File: src/hw/rtl/aqd_pkg.sv
// Shared types and codes for the array queue / deque block.
package aqd_pkg;

    localparam int DATA_W = 32;
    localparam int REQ_W  = 3;
    localparam int STAT_W = 2;
    localparam int MODE_W = 2;

    // Request codes.
    localparam logic [REQ_W-1:0] REQ_INS_REAR  = 3'd0;
    localparam logic [REQ_W-1:0] REQ_DEL_FRONT = 3'd1;
    localparam logic [REQ_W-1:0] REQ_INS_FRONT = 3'd2;
    localparam logic [REQ_W-1:0] REQ_DEL_REAR  = 3'd3;
    localparam logic [REQ_W-1:0] REQ_DISPLAY   = 3'd4;

    // Result status codes.
    localparam logic [STAT_W-1:0] STAT_OK       = 2'd0;
    localparam logic [STAT_W-1:0] STAT_OVERFLOW = 2'd1;
    localparam logic [STAT_W-1:0] STAT_EMPTY    = 2'd2;
    localparam logic [STAT_W-1:0] STAT_UNSUPP   = 2'd3;

    // Queue modes.
    localparam logic [MODE_W-1:0] MODE_LINEAR   = 2'd0;
    localparam logic [MODE_W-1:0] MODE_CIRCULAR = 2'd1;
    localparam logic [MODE_W-1:0] MODE_DEQUE    = 2'd2;

    typedef struct packed {
        logic [REQ_W-1:0]         req_type;
        logic signed [DATA_W-1:0] data_in;
    } aqd_req_t;

    typedef struct packed {
        logic [STAT_W-1:0]        status;
        logic signed [DATA_W-1:0] data_out;
        logic                     last;
    } aqd_rsp_t;

    // Result tag carried alongside a memory read.
    typedef struct packed {
        logic              valid;
        logic [STAT_W-1:0] status;
        logic              last;
        logic              use_rd;
    } aqd_tag_t;

    typedef enum logic {
        ST_IDLE,
        ST_DISP
    } aqd_state_t;

endpackage

File: src/hw/rtl/aqd_ram.sv
// Generic single-write, single-read RAM with registered read data.
module aqd_ram #(
    parameter int WIDTH = 32,
    parameter int DEPTH = 8,
    localparam int AW = (DEPTH > 1) ? $clog2(DEPTH) : 1
) (
    input  logic             clk,
    input  logic             we,
    input  logic [AW-1:0]    waddr,
    input  logic [WIDTH-1:0] wdata,
    input  logic             re,
    input  logic [AW-1:0]    raddr,
    output logic [WIDTH-1:0] rdata
);

    logic [WIDTH-1:0] mem [DEPTH];
    logic [WIDTH-1:0] rdata_reg;

    always_ff @(posedge clk)
    begin
        if (we)
        begin
            mem[waddr] <= wdata;
        end
        if (re)
        begin
            rdata_reg <= mem[raddr];
        end
    end

    assign rdata = rdata_reg;

endmodule

File: src/hw/rtl/aqd_obuf.sv
// Two-entry result buffer that decouples the queue logic from the result receiver.
module aqd_obuf (
    input  logic             clk,
    input  logic             rst_n,
    input  logic             push,
    input  aqd_pkg::aqd_rsp_t push_data,
    output logic             valid,
    input  logic             ready,
    output aqd_pkg::aqd_rsp_t data,
    output logic [1:0]       count
);
    import aqd_pkg::*;

    aqd_rsp_t   ent_reg [2];
    logic       wr_ptr_reg;
    logic       wr_ptr_next;
    logic       rd_ptr_reg;
    logic       rd_ptr_next;
    logic [1:0] cnt_reg;
    logic [1:0] cnt_next;
    logic       pop;

    assign valid = (cnt_reg != 2'd0);
    assign data  = ent_reg[rd_ptr_reg];
    assign count = cnt_reg;
    assign pop   = valid && ready;

    always_comb
    begin
        wr_ptr_next = push ? ~wr_ptr_reg : wr_ptr_reg;
        rd_ptr_next = pop ? ~rd_ptr_reg : rd_ptr_reg;
        cnt_next    = cnt_reg + {1'b0, push} - {1'b0, pop};
    end

    always_ff @(posedge clk or negedge rst_n)
    begin
        if (!rst_n)
        begin
            wr_ptr_reg <= 1'b0;
            rd_ptr_reg <= 1'b0;
            cnt_reg    <= 2'd0;
        end
        else
        begin
            wr_ptr_reg <= wr_ptr_next;
            rd_ptr_reg <= rd_ptr_next;
            cnt_reg    <= cnt_next;
        end
    end

    always_ff @(posedge clk)
    begin
        if (push)
        begin
            ent_reg[wr_ptr_reg] <= push_data;
        end
    end

endmodule

File: src/hw/rtl/array_queue_linear_circular_deque.sv
// Top level of the array-based queue with linear, circular and double-ended modes.
//
// Requests arrive on the req channel (valid/ready); a transfer happens at a
// rising edge where req_valid and req_ready are both high. Results leave on
// the rsp channel under the same rule. The mode register is written through
// cfg_we/cfg_wdata with no wait; any write empties the queue, and it should
// only be written while no request is in flight.
// Inserts, deletes and unsupported requests produce one result each, which
// is registered in the result stage and then in the result buffer before it
// appears on rsp. Such requests can be taken one per cycle while the buffer
// has room. A display of N elements produces N results and holds off new
// requests until its last element is read; each element is fetched through
// the single read port of the slot memory, one read per cycle when not stalled.
// Results pass through a two-entry buffer, so a new request is taken while
// an earlier result still waits. When the receiver stalls, reads and new
// requests are held back by a credit check on that buffer; nothing is lost.
// After reset the queue is empty, both indices are zero and the mode is
// linear. The slot memory needs no clearing, since only written slots are
// ever read. The double-ended mode keeps its contents in a ring, so an
// insert at either end is a single write and never a shift of the contents.
module array_queue_linear_circular_deque #(
    parameter int DEPTH = 8
) (
    input  logic                           clk,
    input  logic                           rst_n,
    input  logic                           req_valid,
    output logic                           req_ready,
    input  aqd_pkg::aqd_req_t              req,
    output logic                           rsp_valid,
    input  logic                           rsp_ready,
    output aqd_pkg::aqd_rsp_t              rsp,
    input  logic                           cfg_we,
    input  logic [aqd_pkg::MODE_W-1:0]     cfg_wdata
);
    import aqd_pkg::*;

    localparam int IW = $clog2(DEPTH);
    localparam logic [IW-1:0] LAST_IDX = IW'(DEPTH - 1);

    // Architectural queue state.
    logic [MODE_W-1:0] mode_reg;
    logic [IW-1:0]     head_reg;
    logic [IW-1:0]     head_next;
    logic [IW-1:0]     tail_reg;
    logic [IW-1:0]     tail_next;
    logic              empty_reg;
    logic              empty_next;

    // Display walker and control.
    aqd_state_t        state_reg;
    aqd_state_t        state_next;
    logic [IW-1:0]     ptr_reg;
    logic [IW-1:0]     ptr_next;
    logic              disp_more;
    logic              disp_done;

    // Memory access for this cycle and the tag that follows the read.
    logic              wr_en;
    logic [IW-1:0]     wr_addr;
    logic              rd_en;
    logic [IW-1:0]     rd_addr;
    logic [DATA_W-1:0] rd_data;
    aqd_tag_t          tag_next;
    aqd_tag_t          stage_reg;

    // Result buffer interface.
    aqd_rsp_t          push_data;
    logic [1:0]        obuf_cnt;
    logic              can_issue;
    logic [2:0]        fill;
    logic              accept;

    // Decode helpers.
    logic              mode_ok;
    logic              is_deque;
    logic              full;
    logic [IW-1:0]     head_inc;
    logic [IW-1:0]     head_dec;
    logic [IW-1:0]     tail_inc;
    logic [IW-1:0]     tail_dec;
    logic [IW-1:0]     ptr_inc;

    assign head_inc = (head_reg == LAST_IDX) ? '0 : head_reg + 1'b1;
    assign head_dec = (head_reg == '0) ? LAST_IDX : head_reg - 1'b1;
    assign tail_inc = (tail_reg == LAST_IDX) ? '0 : tail_reg + 1'b1;
    assign tail_dec = (tail_reg == '0) ? LAST_IDX : tail_reg - 1'b1;
    assign ptr_inc  = (ptr_reg == LAST_IDX) ? '0 : ptr_reg + 1'b1;

    assign mode_ok  = (mode_reg == MODE_LINEAR) || (mode_reg == MODE_CIRCULAR) ||
                      (mode_reg == MODE_DEQUE);
    assign is_deque = (mode_reg == MODE_DEQUE);

    // The linear queue is full once the tail sits in the last slot; the ring
    // modes are full only when every slot holds an element.
    assign full = !empty_reg && ((mode_reg == MODE_LINEAR) ? (tail_reg == LAST_IDX)
                                                           : (head_reg == tail_inc));

    // Credit check: a result issued now passes the result stage before it lands
    // in the buffer, so the buffer must have room for it after the one already in
    // flight and any transfer happening this cycle.
    assign fill      = 3'(obuf_cnt) + 3'(stage_reg.valid);
    assign can_issue = (fill <= 3'd1 + 3'(rsp_valid && rsp_ready));

    assign req_ready = (state_reg == ST_IDLE) && can_issue;
    assign accept    = req_valid && req_ready;

    // Next-state logic for the display walker.
    always_comb
    begin
        state_next = state_reg;
        case (state_reg)
            ST_IDLE:
            begin
                if (accept && disp_more)
                begin
                    state_next = ST_DISP;
                end
            end
            ST_DISP:
            begin
                if (disp_done)
                begin
                    state_next = ST_IDLE;
                end
            end
            default:
            begin
                state_next = ST_IDLE;
            end
        endcase
    end

    // Request decode, index updates and memory accesses.
    always_comb
    begin
        head_next  = head_reg;
        tail_next  = tail_reg;
        empty_next = empty_reg;
        ptr_next   = ptr_reg;
        wr_en      = 1'b0;
        wr_addr    = tail_inc;
        rd_en      = 1'b0;
        rd_addr    = head_reg;
        tag_next   = '0;
        disp_more  = 1'b0;
        disp_done  = 1'b0;

        case (state_reg)
            ST_IDLE:
            begin
                if (accept)
                begin
                    tag_next.valid  = 1'b1;
                    tag_next.last   = 1'b1;
                    tag_next.status = STAT_UNSUPP;
                    case (req.req_type)
                        REQ_INS_REAR, REQ_INS_FRONT:
                        begin
                            if (mode_ok && (req.req_type == REQ_INS_REAR || is_deque))
                            begin
                                if (full)
                                begin
                                    tag_next.status = STAT_OVERFLOW;
                                end
                                else
                                begin
                                    tag_next.status = STAT_OK;
                                    wr_en           = 1'b1;
                                    if (empty_reg)
                                    begin
                                        head_next  = '0;
                                        tail_next  = '0;
                                        empty_next = 1'b0;
                                        wr_addr    = '0;
                                    end
                                    else if (req.req_type == REQ_INS_REAR)
                                    begin
                                        tail_next = tail_inc;
                                        wr_addr   = tail_inc;
                                    end
                                    else
                                    begin
                                        head_next = head_dec;
                                        wr_addr   = head_dec;
                                    end
                                end
                            end
                        end
                        REQ_DEL_FRONT, REQ_DEL_REAR:
                        begin
                            if (mode_ok && (req.req_type == REQ_DEL_FRONT || is_deque))
                            begin
                                if (empty_reg)
                                begin
                                    tag_next.status = STAT_EMPTY;
                                end
                                else
                                begin
                                    tag_next.status = STAT_OK;
                                    tag_next.use_rd = 1'b1;
                                    rd_en           = 1'b1;
                                    rd_addr = (req.req_type == REQ_DEL_FRONT) ? head_reg
                                                                              : tail_reg;
                                    if (head_reg == tail_reg)
                                    begin
                                        head_next  = '0;
                                        tail_next  = '0;
                                        empty_next = 1'b1;
                                    end
                                    else if (req.req_type == REQ_DEL_FRONT)
                                    begin
                                        head_next = head_inc;
                                    end
                                    else
                                    begin
                                        tail_next = tail_dec;
                                    end
                                end
                            end
                        end
                        REQ_DISPLAY:
                        begin
                            if (mode_ok)
                            begin
                                if (empty_reg)
                                begin
                                    tag_next.status = STAT_EMPTY;
                                end
                                else
                                begin
                                    tag_next.status = STAT_OK;
                                    tag_next.use_rd = 1'b1;
                                    tag_next.last   = (head_reg == tail_reg);
                                    rd_en           = 1'b1;
                                    rd_addr         = head_reg;
                                    disp_more       = (head_reg != tail_reg);
                                    ptr_next        = head_inc;
                                end
                            end
                        end
                        default:
                        begin
                            tag_next.status = STAT_UNSUPP;
                        end
                    endcase
                end
            end
            ST_DISP:
            begin
                if (can_issue)
                begin
                    tag_next.valid  = 1'b1;
                    tag_next.status = STAT_OK;
                    tag_next.use_rd = 1'b1;
                    tag_next.last   = (ptr_reg == tail_reg);
                    rd_en           = 1'b1;
                    rd_addr         = ptr_reg;
                    ptr_next        = ptr_inc;
                    disp_done       = (ptr_reg == tail_reg);
                end
            end
            default:
            begin
                tag_next = '0;
            end
        endcase
    end

    // A mode write empties the queue; it takes priority over request updates.
    always_ff @(posedge clk or negedge rst_n)
    begin
        if (!rst_n)
        begin
            mode_reg  <= MODE_LINEAR;
            head_reg  <= '0;
            tail_reg  <= '0;
            empty_reg <= 1'b1;
            state_reg <= ST_IDLE;
            ptr_reg   <= '0;
            stage_reg <= '0;
        end
        else
        begin
            state_reg <= state_next;
            ptr_reg   <= ptr_next;
            stage_reg <= tag_next;
            if (cfg_we)
            begin
                mode_reg  <= cfg_wdata;
                head_reg  <= '0;
                tail_reg  <= '0;
                empty_reg <= 1'b1;
            end
            else
            begin
                head_reg  <= head_next;
                tail_reg  <= tail_next;
                empty_reg <= empty_next;
            end
        end
    end

    // Writes happen only on insert cycles and reads only on delete or display
    // cycles, so one entry is never read and written in the same cycle.
    aqd_ram #(
        .WIDTH (DATA_W),
        .DEPTH (DEPTH)
    ) u_slots (
        .clk   (clk),
        .we    (wr_en),
        .waddr (wr_addr),
        .wdata (req.data_in),
        .re    (rd_en),
        .raddr (rd_addr),
        .rdata (rd_data)
    );

    always_comb
    begin
        push_data.status   = stage_reg.status;
        push_data.last     = stage_reg.last;
        push_data.data_out = stage_reg.use_rd ? rd_data : '0;
    end

    aqd_obuf u_obuf (
        .clk       (clk),
        .rst_n     (rst_n),
        .push      (stage_reg.valid),
        .push_data (push_data),
        .valid     (rsp_valid),
        .ready     (rsp_ready),
        .data      (rsp),
        .count     (obuf_cnt)
    );

`ifndef SYNTHESIS
    a_no_push_when_full: assert property (@(posedge clk) disable iff (!rst_n)
        stage_reg.valid |-> (obuf_cnt != 2'd2))
        else $error("result pushed into a full buffer");

    a_empty_indices: assert property (@(posedge clk) disable iff (!rst_n)
        empty_reg |-> (head_reg == '0) && (tail_reg == '0))
        else $error("empty queue with nonzero indices");

    a_no_req_in_disp: assert property (@(posedge clk) disable iff (!rst_n)
        (state_reg == ST_DISP) |-> !req_ready)
        else $error("request taken during display");

    a_no_rw_overlap: assert property (@(posedge clk) disable iff (!rst_n)
        !(rd_en && wr_en))
        else $error("slot memory read and written in one cycle");

    a_read_tagged: assert property (@(posedge clk) disable iff (!rst_n)
        rd_en |=> stage_reg.valid && stage_reg.use_rd)
        else $error("memory read without a result tag");
`endif

endmodule
File: config.mk
export PLATFORM = sky130hd
export DESIGN_NAME = array_queue_linear_circular_deque
export DESIGN_NICKNAME = d
export VERILOG_FILES = /design/src/hw/rtl/aqd_pkg.sv /design/src/hw/rtl/aqd_ram.sv /design/src/hw/rtl/aqd_obuf.sv /design/src/hw/rtl/array_queue_linear_circular_deque.sv
export SDC_FILE = /design/constraint.sdc
export NUM_CORES = 1
export LEC_CHECK = 0
export BUFFER_PORTS_ARGS = -buffer_cell sky130_fd_sc_hd__buf_2
export CAP_MARGIN = 30
export CORE_MARGIN = 2
export CORE_UTILIZATION = 61
export DETAILED_ROUTE_END_ITERATION = 6
export HOLD_SLACK_MARGIN = 0.05
export PLACE_DENSITY = 0.79
export SLEW_MARGIN = 5
export SYNTH_ARGS = -nofsm -noshare
export SYNTH_HDL_FRONTEND = slang
export SYNTH_SLANG_ARGS = --single-unit
File: constraint.sdc
create_clock -name clk -period 7.67 [get_ports clk]
set_input_delay 0.3835 -clock clk [delete_from_list [all_inputs] [get_ports clk]]
set_output_delay 0.3835 -clock clk [all_outputs]
set_load 0.01 [all_outputs]
==> results.sh, run 1 <==
export IMPL_cp_max_fo=66
export IMPL_syn_area_mm2=0.0160
export IMPL_irDropWorstVdd_v=0.000193
export IMPL_crit_end="u_slots.rdata[23]"
export IMPL_r2r_start="u_obuf.count[1]"
export IMPL_postSynthAreaPerCell_um2=15.9
export IMPL_post_cts_setup_buffer_count=0
export IMPL_worstPathRequired_ps=7970
export IMPL_io_pins=79
export IMPL_grt_usage_pct=24.4
export IMPL_grt_antenna_before_repair=3
export IMPL_use_met3_pct=4.71
export IMPL_die_area_mm2=0.0275
export IMPL_drt_wirelength_per_cell_um=23.4
export IMPL_cts_tree="done"
export IMPL_fin_nets=1122
export IMPL_place_ws_ps=3170
export IMPL_crit_path_start_kind="register"
export IMPL_r2r_slack_ps=3130
export IMPL_period_needed_ps=4540
export IMPL_finalHoldViolCount=0
export IMPL_synthCells=1006
export IMPL_area_delta_synth_final_pct=12.1
export IMPL_synth_edf_count=358
export IMPL_drv_cap=0
export IMPL_drv_slew=0
export IMPL_ctsHoldBuffers=1
export IMPL_synth_nets=1064
export IMPL_synth_main_ff_cell="edfxtp_1"
export IMPL_start_util_pct=61.7
export IMPL_coreArea_mm2=0.0258
export IMPL_finalSetupTns_ps=0
export IMPL_synthArstFlopShare_pct=5.79
export IMPL_global_route_usage_met2_pct=39.4
export IMPL_leakagePower_nw=5.74
export IMPL_drc_errors=0
export IMPL_port_buffers=78
export IMPL_crit_path_end_kind="register"
export IMPL_drive_gt1_share_pct=20.2
export IMPL_routabilityCongestion=0.870
export IMPL_die_width_um=166
export IMPL_largest_register_ffs=256
export IMPL_r2r_end="u_slots.rdata[23]"
export IMPL_clkLatencyLatePin_ps=520
export IMPL_routed_via_count=9428
export IMPL_num_rows=59
export IMPL_worstRegToRegCells=12
export IMPL_dpl_hpwl_mm=18.7
export IMPL_setup_viol=0
export IMPL_antenna_left=0
export IMPL_numCtsBuffers=37
export IMPL_worstSetupStartpoint="u_obuf.count[1]"
export IMPL_clkSinkCount=380
export IMPL_firstDrtPassIters=5
export IMPL_clkTransAtPathRegs_ps=60
export IMPL_die_height_um=166
export IMPL_post_cts_resized=0
export IMPL_grt_max_degree=68
export IMPL_ys_warn_count=0
export IMPL_ys_ff_latch=380
export IMPL_grt_pass1_wl_mm=53.1
export IMPL_hold_path_class="in -> reg"
export IMPL_htreeDepth=2
export IMPL_ys_seq_area_share_pct=70.8
export IMPL_rsz0062_at_grt="no"
export IMPL_yosysUniqueCellTypes=71
export IMPL_grt_overflow=0
export IMPL_timing_final_crit_share_pct=59.2
export IMPL_grt_pass1_vias=9654
export IMPL_crit_type="reg -> reg"
export IMPL_gr_usage_met1_pct=34.6
export IMPL_wirelength_mm=33.5
export IMPL_worst_ep_arrival_time_ps=4840
export IMPL_worst_pin_slew_ps=914
export IMPL_slew_headroom_pct=38.9
export IMPL_finalWorstSetupSlack_ps=3130
export IMPL_clockRootBuffer="clkbuf_16"
export IMPL_skew_ps=18.9
export IMPL_vias_per_cell=6.60
export IMPL_grt_busiest_layer="met2"
export IMPL_drtIter0Drc=1031
export IMPL_fmax_ghz=0.220
export IMPL_clockBufferDepth=3
export IMPL_p_per_area_mw_per_mm2=277
export IMPL_status="finished, final reports clean"
## cells by family (layout without fill, tap and decap cells)
logic type | after synthesis | in the layout | synth area share, %
xor+xnor | 12 | 12 | 0.659
buf+inv | 100 | 185 | 2.85
mux | 41 | 41 | 2.86
fa+ha+maj | 16 | 16 | 1.30
compound gates | 319 | 319 | 16.4
other cells | 0 | 2 | 0
flops | 380 | 380 | 70.8
simple gates | 138 | 138 | 5.12
## worst min path at each step
stage                       startpoint          end  slack, ps  cells after the start
after floorplan                  rst_n  head_reg[0]         90                      0
after global placement           rst_n  mode_reg[1]        390                      1
after detailed placement         rst_n  head_reg[0]        390                      1
after CTS                 cfg_wdata[0]  mode_reg[0]         90                      2
after global routing      cfg_wdata[0]  mode_reg[0]        110                      2
final                     cfg_wdata[0]  mode_reg[0]        100                      2
## layout make-up
class / instances / area [um^2]
flip-flops and latches: 380 / 11300
fillers: 1642 / 7950
multi-input cells: 526 / 4320
clock buffers: 50 / 995
repair buffers: 104 / 641
well taps: 335 / 419
clock inverters: 16 / 156
inverters: 15 / 56.3
diodes: 2 / 5.00
## through the flow
step / hold WS [ps] / util, % / total power [mW] / instances / instance area, um^2
global route: 111 / 69.2 / 5.15 / 1428 / 17900
floorplan: 87.9 / - / 3.00 / 1006 / 16000
CTS: 86.2 / 69.2 / 4.98 / 1426 / 17900
detailed placement: 390 / 64.7 / 3.26 / 1359 / 16700
finish: 100 / 69.2 / 4.95 / 1428 / 17900
global placement: 391 / 64.4 / 3.23 / 1356 / 16600
## critical path: stages (launching register included)
cell and delay, ps:
dfrtp_1 440, or2_2 310, nand2_1 180, fa_1 480
nor3b_2 200, o21ai_4 360, o22ai_4 100, buf_4 360
nor2_4 590, buf_16 250, buf_4 400, a2111oi_0 210
nor4_1 410
## power by group
part | internal [mW] | switching, mW
Clock | 1.01 | 0.722
Combinational | 0.294 | 0.429
Sequential | 2.43 | 0.0656
## metal layers
metal,wire (um),share of wire (%)
met1,13900,42
met2,16100,48
met3,2730,8.1
met4,714,2.1
met5,0,0
## cells in the mapped netlist (2+ instances only)
cell type,n,area [um^2]
a21o_1,2,15.0
buf_4,4,30.0
a31oi_1,2,12.5
a2111oi_0,118,1030
or2_2,2,12.5
a211oi_1,7,52.6
nand4_1,5,31.3
edfxtp_1,358,10800
inv_1,14,52.6
o21ai_0,6,30.0
o221a_1,2,22.5
or3_1,5,31.3
nand2_1,12,45.0
buf_2,39,195
buf_1,3,11.3
nor4_1,33,206
xor2_1,4,35.0
a211o_1,3,26.3
o31ai_1,3,22.5
and3_1,2,12.5
clkbuf_2,7,35.0
or4_1,3,22.5
a21oi_1,16,80.1
a311oi_1,2,17.5
clkbuf_1,31,116
nand3_1,3,15.0
dfrtp_1,21,526
and2_1,34,213
mux2_2,37,417
nor3_1,9,45.0
mux2i_1,4,40.0
nand3b_1,2,15.0
xnor2_1,8,70.1
o21a_1,128,961
a2111oi_1,10,100
ha_1,15,188
nor2_1,18,67.6
## cells in the final DEF, fill, tap and decap left out, types with 18 or more instances in the layout
master and instances:
o21a_1 128, and2_1 33, nor4_1 33, buf_2 78, a2111oi_0 118, mux2_2 37, clkbuf_16 37, edfxtp_1 358
dfrtp_1 21, buf_4 22, nor2_1 18
No activity file was read; power rests on OpenSTA's default activity.
==> run 2: changes to the inputs <==
CORE_UTILIZATION = 55   (was 61)
PLACE_DENSITY = 0.76   (was 0.79)
clock period = 4.1 ns   (was 7.67 ns; I/O delays follow)
==> results.sh, run 2 (synthesized netlist as in run 1, its figures left out) <==
export IMPL_fin_nets=1169
export IMPL_io_pins=79
export IMPL_p_per_area_mw_per_mm2=502
export IMPL_clkLatencyLatePin_ps=530
export IMPL_fin_area_mm2=0.0186
export IMPL_timing_final_crit_share_pct=93.1
export IMPL_hold_depth=3
export IMPL_num_rows=62
export IMPL_htreeDepth=2
export IMPL_finalWorstSetupSlack_ps=282
export IMPL_slew_headroom_pct=47.3
export IMPL_cp_slowest_stage_delay_ps=490
export IMPL_setup_viol=0
export IMPL_nFillCells=1966
export IMPL_hold_path_class="in -> reg"
export IMPL_period_needed_ps=3820
export IMPL_cp_slowest_cell="a2111oi_0"
export IMPL_firstDrtPassIters=5
export IMPL_routed_via_count=9597
export IMPL_worstPathRequired_ps=4380
export IMPL_routabilityCongestion=0.868
export IMPL_final_util_pct=64.8
export IMPL_worst_pin_slew_ps=790
export IMPL_seqPwrFrac_pct=50.2
export IMPL_wirelength_mm=34.0
export IMPL_start_util_pct=55.7
export IMPL_dp_cells=1417
export IMPL_grt_pass1_vias=9488
export IMPL_switching_share_pct=24.6
export IMPL_combPwrFrac_pct=15.1
export IMPL_worst_ep_arrival_time_ps=4090
export IMPL_leakagePower_nw=5.97
export IMPL_clkTransAtPathRegs_ps=60
export IMPL_coreArea_mm2=0.0286
export IMPL_clockRootBuffer="clkbuf_16"
export IMPL_die_area_mm2=0.0304
export IMPL_fmax_ghz=0.262
export IMPL_mostFrequentLayoutCells="edfxtp_1 (358), o21a_1 (128), a2111oi_0 (118)"
export IMPL_drc_errors=0
export IMPL_drtIter0Drc=1003
export IMPL_final_common_cell="edfxtp_1"
export IMPL_drive_gt1_share_pct=20.2
export IMPL_clkPwrFrac_pct=34.7
export IMPL_drt_wirelength_per_cell_um=22.4
export IMPL_stdcell_count=1519
export IMPL_rsz0062_at_grt="no"
export IMPL_clockBufferDepth=3
export IMPL_grt_antenna_before_repair=1
export IMPL_drv_cap=0
export IMPL_drv_slew=0
export IMPL_crit_path_start_kind="register"
export IMPL_numCtsBuffers=38
export IMPL_cp_max_fo=23
export IMPL_p_switching_mw=2.29
export IMPL_antenna_left=0
export IMPL_dpl_hpwl_mm=18.8
export IMPL_clkSinkCount=380
export IMPL_irDropWorstVdd_v=0.000292
export IMPL_grt_overflow=0
export IMPL_grt_pass1_wl_mm=53.3
export IMPL_largest_register_ffs=256
export IMPL_worstRegToRegCells=11
export IMPL_post_cts_resized=0
export IMPL_port_buffers=78
export IMPL_status="finished, final reports clean"
export IMPL_crit_path_end_kind="register"
export IMPL_area_delta_synth_final_pct=16.4
export IMPL_p_int_mw=7.02
export IMPL_die_height_um=174
export IMPL_cp_cell_sequence="or2_2, nand2_1, fa_1, nor3b_2, o21a_2, or3_1, o221a_2, buf_12, a2111oi_0, nor4_1, buf_4"
export IMPL_grt_usage_pct=22.4
export IMPL_grt_max_degree=75
export IMPL_cts_tree="done"
export IMPL_skew_ps=12.3
export IMPL_vias_per_cell=6.32
export IMPL_power_mw=9.31
export IMPL_finalHoldViolCount=0
export IMPL_place_ws_ps=289
export IMPL_crit_type="reg -> reg"
export IMPL_n_antenna_cell=0
export IMPL_die_width_um=174
export IMPL_placed_cell_area_mm2=0.0170
-- run 2: cell types whose count changed in the layout (fill, tap and decap cells not counted), moves of 2 or more --
cell / change
dlygate4sd3_1: +36
buf_12: +14
nor3_2: -4
nor3_4: +4
buf_4: -3
clkbuf_1: -2
clkbuf_16: +2
clkbuf_8: -2
diode_2: -2
-- run 2: timing repair --
action | 4_1_cts | 5_1_grt
buffers inserted | 0 | 0
endpoints found under the hold margin | 287 | 0
hold buffers | 37 | 0
-- run 2: worst paths after layout --
check | startpoint | to | slack [ps]
worst min-delay path | rsp_ready | u_obuf.rd_ptr_reg | 90
worst max-delay path | u_obuf.count[1] | u_slots.rdata[5] | 280
max in group asynchronous | rst_n | empty_reg | 3540
worst min register to register | push_data[33] | u_obuf.ent_reg[0][33] | 450
worst max register to register | u_obuf.count[1] | u_slots.rdata[5] | 280
min in group asynchronous | rst_n | tail_reg[1] | 190
-- run 2: stage by stage --
step	hold slack [ps]	setup TNS (ps)
final	87.8	0
after global routing	140	0
after CTS	80.0	0
after global placement	210	0
after detailed placement	218	0
after floorplan	-90.6	-40130
-- run 2: layout make-up --
class	instances	area, um^2	area share, %
Sequential cell	380	11300	60.9
Multi-Input combinational cell	526	4340	23.4
Timing Repair Buffer	150	1230	6.63
Clock buffer	48	1010	5.44
Tap cell	384	480	2.59
Clock inverter	16	143	0.768
Inverter	15	56.3	0.303
-- run 2: metal layers --
metal	part of all wire [%]	global-route usage, %
met5	0	0
met4	1.4	6.09
met3	7.0	3.32
met2	48	36.2
met1	43	32.1
-- run 2: power groups by stage --
stage                     Clock, mW  Combinational (mW)  Sequential, mW
final                          3.23                1.41            4.67
after global routing           3.43                1.53            4.70
after CTS                      3.28                1.42            4.67
after detailed placement          0                1.38            4.75
after global placement            0                1.35            4.74
after floorplan                   0               0.905            4.71
-- run 2: critical path: cells and delay by family, from the launching register on --
| kind | cells | cell delay (ps) |
|---|---|---|
| AOI/OAI and AO/OA | 3 | 1070 |
| DFF | 1 | 430 |
| and+or+nand+nor | 5 | 1190 |
| buffers and inverters | 2 | 400 |
| adders and majority gates | 1 | 460 |
==> run 3: changes to the inputs <==
SYNTH_HIERARCHICAL = 1   (was unset)
==> results.sh, run 3 <==
export IMPL_status="finished, final reports clean"
export IMPL_yosys_top_cells_count="edfxtp_1 (358), mux2_2 (41), mux4_1 (40), and2_1 (36), mux2_4 (29)"
export IMPL_antenna_left=0
export IMPL_yosysTopAreaCell="edfxtp_1"
export IMPL_combPwrFrac_pct=19.4
export IMPL_drv_slew=0
export IMPL_regArea_mm2=0.0113
export IMPL_routabilityCongestion=0.861
export IMPL_switching_share_pct=25.3
export IMPL_netlist_top_cells_area="edfxtp_1 (69%), mux4_1 (6.7%), mux4_2 (3.5%)"
export IMPL_synth_most_common_cell="edfxtp_1"
export IMPL_ys_seq_area_share_pct=72.6
export IMPL_holdCritStartpoint="req[34]"
export IMPL_hold_path_class="in -> reg"
export IMPL_crit_path_end_kind="register"
export IMPL_grt_antenna_before_repair=1
export IMPL_worstPathRequired_ps=4280
export IMPL_postSynthAreaPerCell_um2=20.1
export IMPL_fmax_ghz=0.253
export IMPL_yosysUniqueCellTypes=61
export IMPL_irDropWorstVdd_v=0.000281
export IMPL_finalSetupTns_ps=0
export IMPL_largest_register_ffs=256
export IMPL_cp_max_fo=32
export IMPL_fin_nets=987
export IMPL_num_rows=61
export IMPL_grt_overflow=0
export IMPL_crit_path_start_kind="register"
export IMPL_placed_cell_area_mm2=0.0168
export IMPL_clockBufferDepth=3
export IMPL_drtIter0Drc=782
export IMPL_coreArea_mm2=0.0279
export IMPL_drt_wirelength_per_cell_um=22.2
export IMPL_fin_area_mm2=0.0184
export IMPL_power_mw=9.84
export IMPL_r2r_end="u_slots/mem[0][17]"
export IMPL_htreeDepth=2
export IMPL_r2r_start="u_obuf/count[1]"
export IMPL_final_util_pct=65.9
export IMPL_p_per_area_mw_per_mm2=536
export IMPL_numCtsBuffers=37
export IMPL_nFillCells=1770
export IMPL_synth_top_area_share_pct=69.0
export IMPL_drv_cap=0
export IMPL_clkSinkCount=380
export IMPL_rsz0062_at_grt="no"
export IMPL_die_area_mm2=0.0297
export IMPL_firstDrtPassIters=7
export IMPL_die_width_um=172
export IMPL_holdWs_ps=86.8
export IMPL_area_delta_synth_final_pct=17.8
export IMPL_grt_pass1_wl_mm=44.9
export IMPL_vias_per_cell=5.73
export IMPL_worst_ep_arrival_time_ps=4130
export IMPL_timing_final_crit_share_pct=96.3
export IMPL_routed_via_count=7647
export IMPL_grt_max_degree=65
export IMPL_ys_warn_count=6
export IMPL_hold_depth=3
export IMPL_port_buffers=78
export IMPL_synth_main_ff_cell="edfxtp_1"
export IMPL_p_int_mw=7.34
export IMPL_dpl_hpwl_mm=17.0
export IMPL_drive_gt1_share_pct=30.7
export IMPL_seqPwrFrac_pct=48.4
export IMPL_die_height_um=172
export IMPL_multiInputGateArea_mm2=0.00407
export IMPL_skew_ps=24.1
export IMPL_syn_area_mm2=0.0156
export IMPL_synthCells=774
export IMPL_worstRegToRegCells=11
export IMPL_setup_viol=0
export IMPL_period_needed_ps=3950
export IMPL_clkLatencyLatePin_ps=520
export IMPL_mostFrequentLayoutCells="edfxtp_1 (358), buf_2 (78), mux2_2 (41)"
export IMPL_clkTransAtPathRegs_ps=60
export IMPL_r2r_slack_ps=150
export IMPL_leakagePower_nw=6.24
export IMPL_p_switching_mw=2.49
export IMPL_whs_endpoint="push_data[33]"
export IMPL_wirelength_mm=29.6
export IMPL_synth_edf_count=358
export IMPL_synth_nets=832
export IMPL_final_common_cell="edfxtp_1"
export IMPL_slew_headroom_pct=46.2
export IMPL_clkPwrFrac_pct=32.1
export IMPL_grt_usage_pct=20.5
export IMPL_worst_pin_slew_ps=796
export IMPL_crit_type="reg -> reg"
export IMPL_start_util_pct=55.9
export IMPL_ys_ff_latch=380
export IMPL_clockRootBuffer="clkbuf_16"
export IMPL_cts_tree="done"
export IMPL_synthArstFlopShare_pct=5.79
export IMPL_io_pins=79
export IMPL_finalHoldViolCount=0
export IMPL_drc_errors=0
export IMPL_grt_pass1_vias=7601
## run 3: changes by cell type after synthesis, sizes merged, moves of 25 or more
cell     change
clkbuf      -25
o21a       -127
a2111oi    -126
nor4        -31
mux2        +33
mux4        +64
## run 3: how the worst max path moves through the flow
stage | to | start
2_1_floorplan | u_slots/mem[4][0] | u_obuf/count[1]
6_report | u_slots/mem[0][17] | u_obuf/count[1]
3_3_place_gp | u_slots/rdata[25] | u_obuf/count[1]
5_1_grt | u_slots/mem[0][17] | u_obuf/count[1]
3_5_place_dp | u_slots/rdata[12] | u_obuf/count[1]
4_1_cts | u_slots/rdata[12] | u_obuf/count[1]
## run 3: kinds of logic (layout without fill, tap and decap cells)
group,count (synthesis),after routing,share of synthesized area (%)
buf+inv,54,235,2.19
fa+ha+maj,16,16,1.33
mux,140,140,16.4
flops,380,380,72.6
other cells,0,1,0
simple gates,110,110,4.02
xor+xnor,12,12,0.675
compound gates,62,62,2.85
## run 3: layout make-up
type                    instances  share of cell area, %
flip-flops and latches        380                   61.6
multi-input cells             340                   22.2
repair buffers                154                   7.23
clock buffers                  44                   5.19
well taps                     378                   2.58
clock inverters                21                  0.907
inverters                      16                  0.327
diodes                          1                 0.0136
## run 3: per-layer routing
metal	up-vias	GRT usage [%]	wire length, um
met4	0	6.91	686
met5	-	0	0
met3	49	2.88	1700
met1	3864	29.2	12800
met2	282	33.2	14400
li1	3452	-	-
## run 3: stage by stage
stage,cells,setup WS (ps)
2_1_floorplan,774,-375
3_3_place_gp,1220,168
3_5_place_dp,1222,60.3
4_1_cts,1325,7.99
5_1_grt,1334,14.5
6_report,1334,151
## run 3: timing repair
item | CTS | global route
endpoints found under the hold margin | 289 | 0
resized for setup | 0 | 5
hold buffers | 38 | 0
endpoints found under the setup margin | 0 | 83
setup buffers | 0 | 8
## run 3: critical path, stage by stage, from the launching register on
cell,delay [ps]
dfrtp_1,430
or2_2,320
and2_1,180
fa_1,480
nor3b_2,210
buf_4,160
o21ai_2,90
or3_1,490
a221o_1,420
nand2b_2,290
nor3_4,230
buf_12,280
## run 3: power groups by stage
stage               logic [mW]  clock network, mW  registers (mW)
detailed placement        1.86                  0            4.85
floorplan                 1.39                  0            4.74
CTS                       1.90               3.22            4.77
finish                    1.91               3.16            4.76
global placement          1.79                  0            4.84
global route              2.08               3.36            4.79
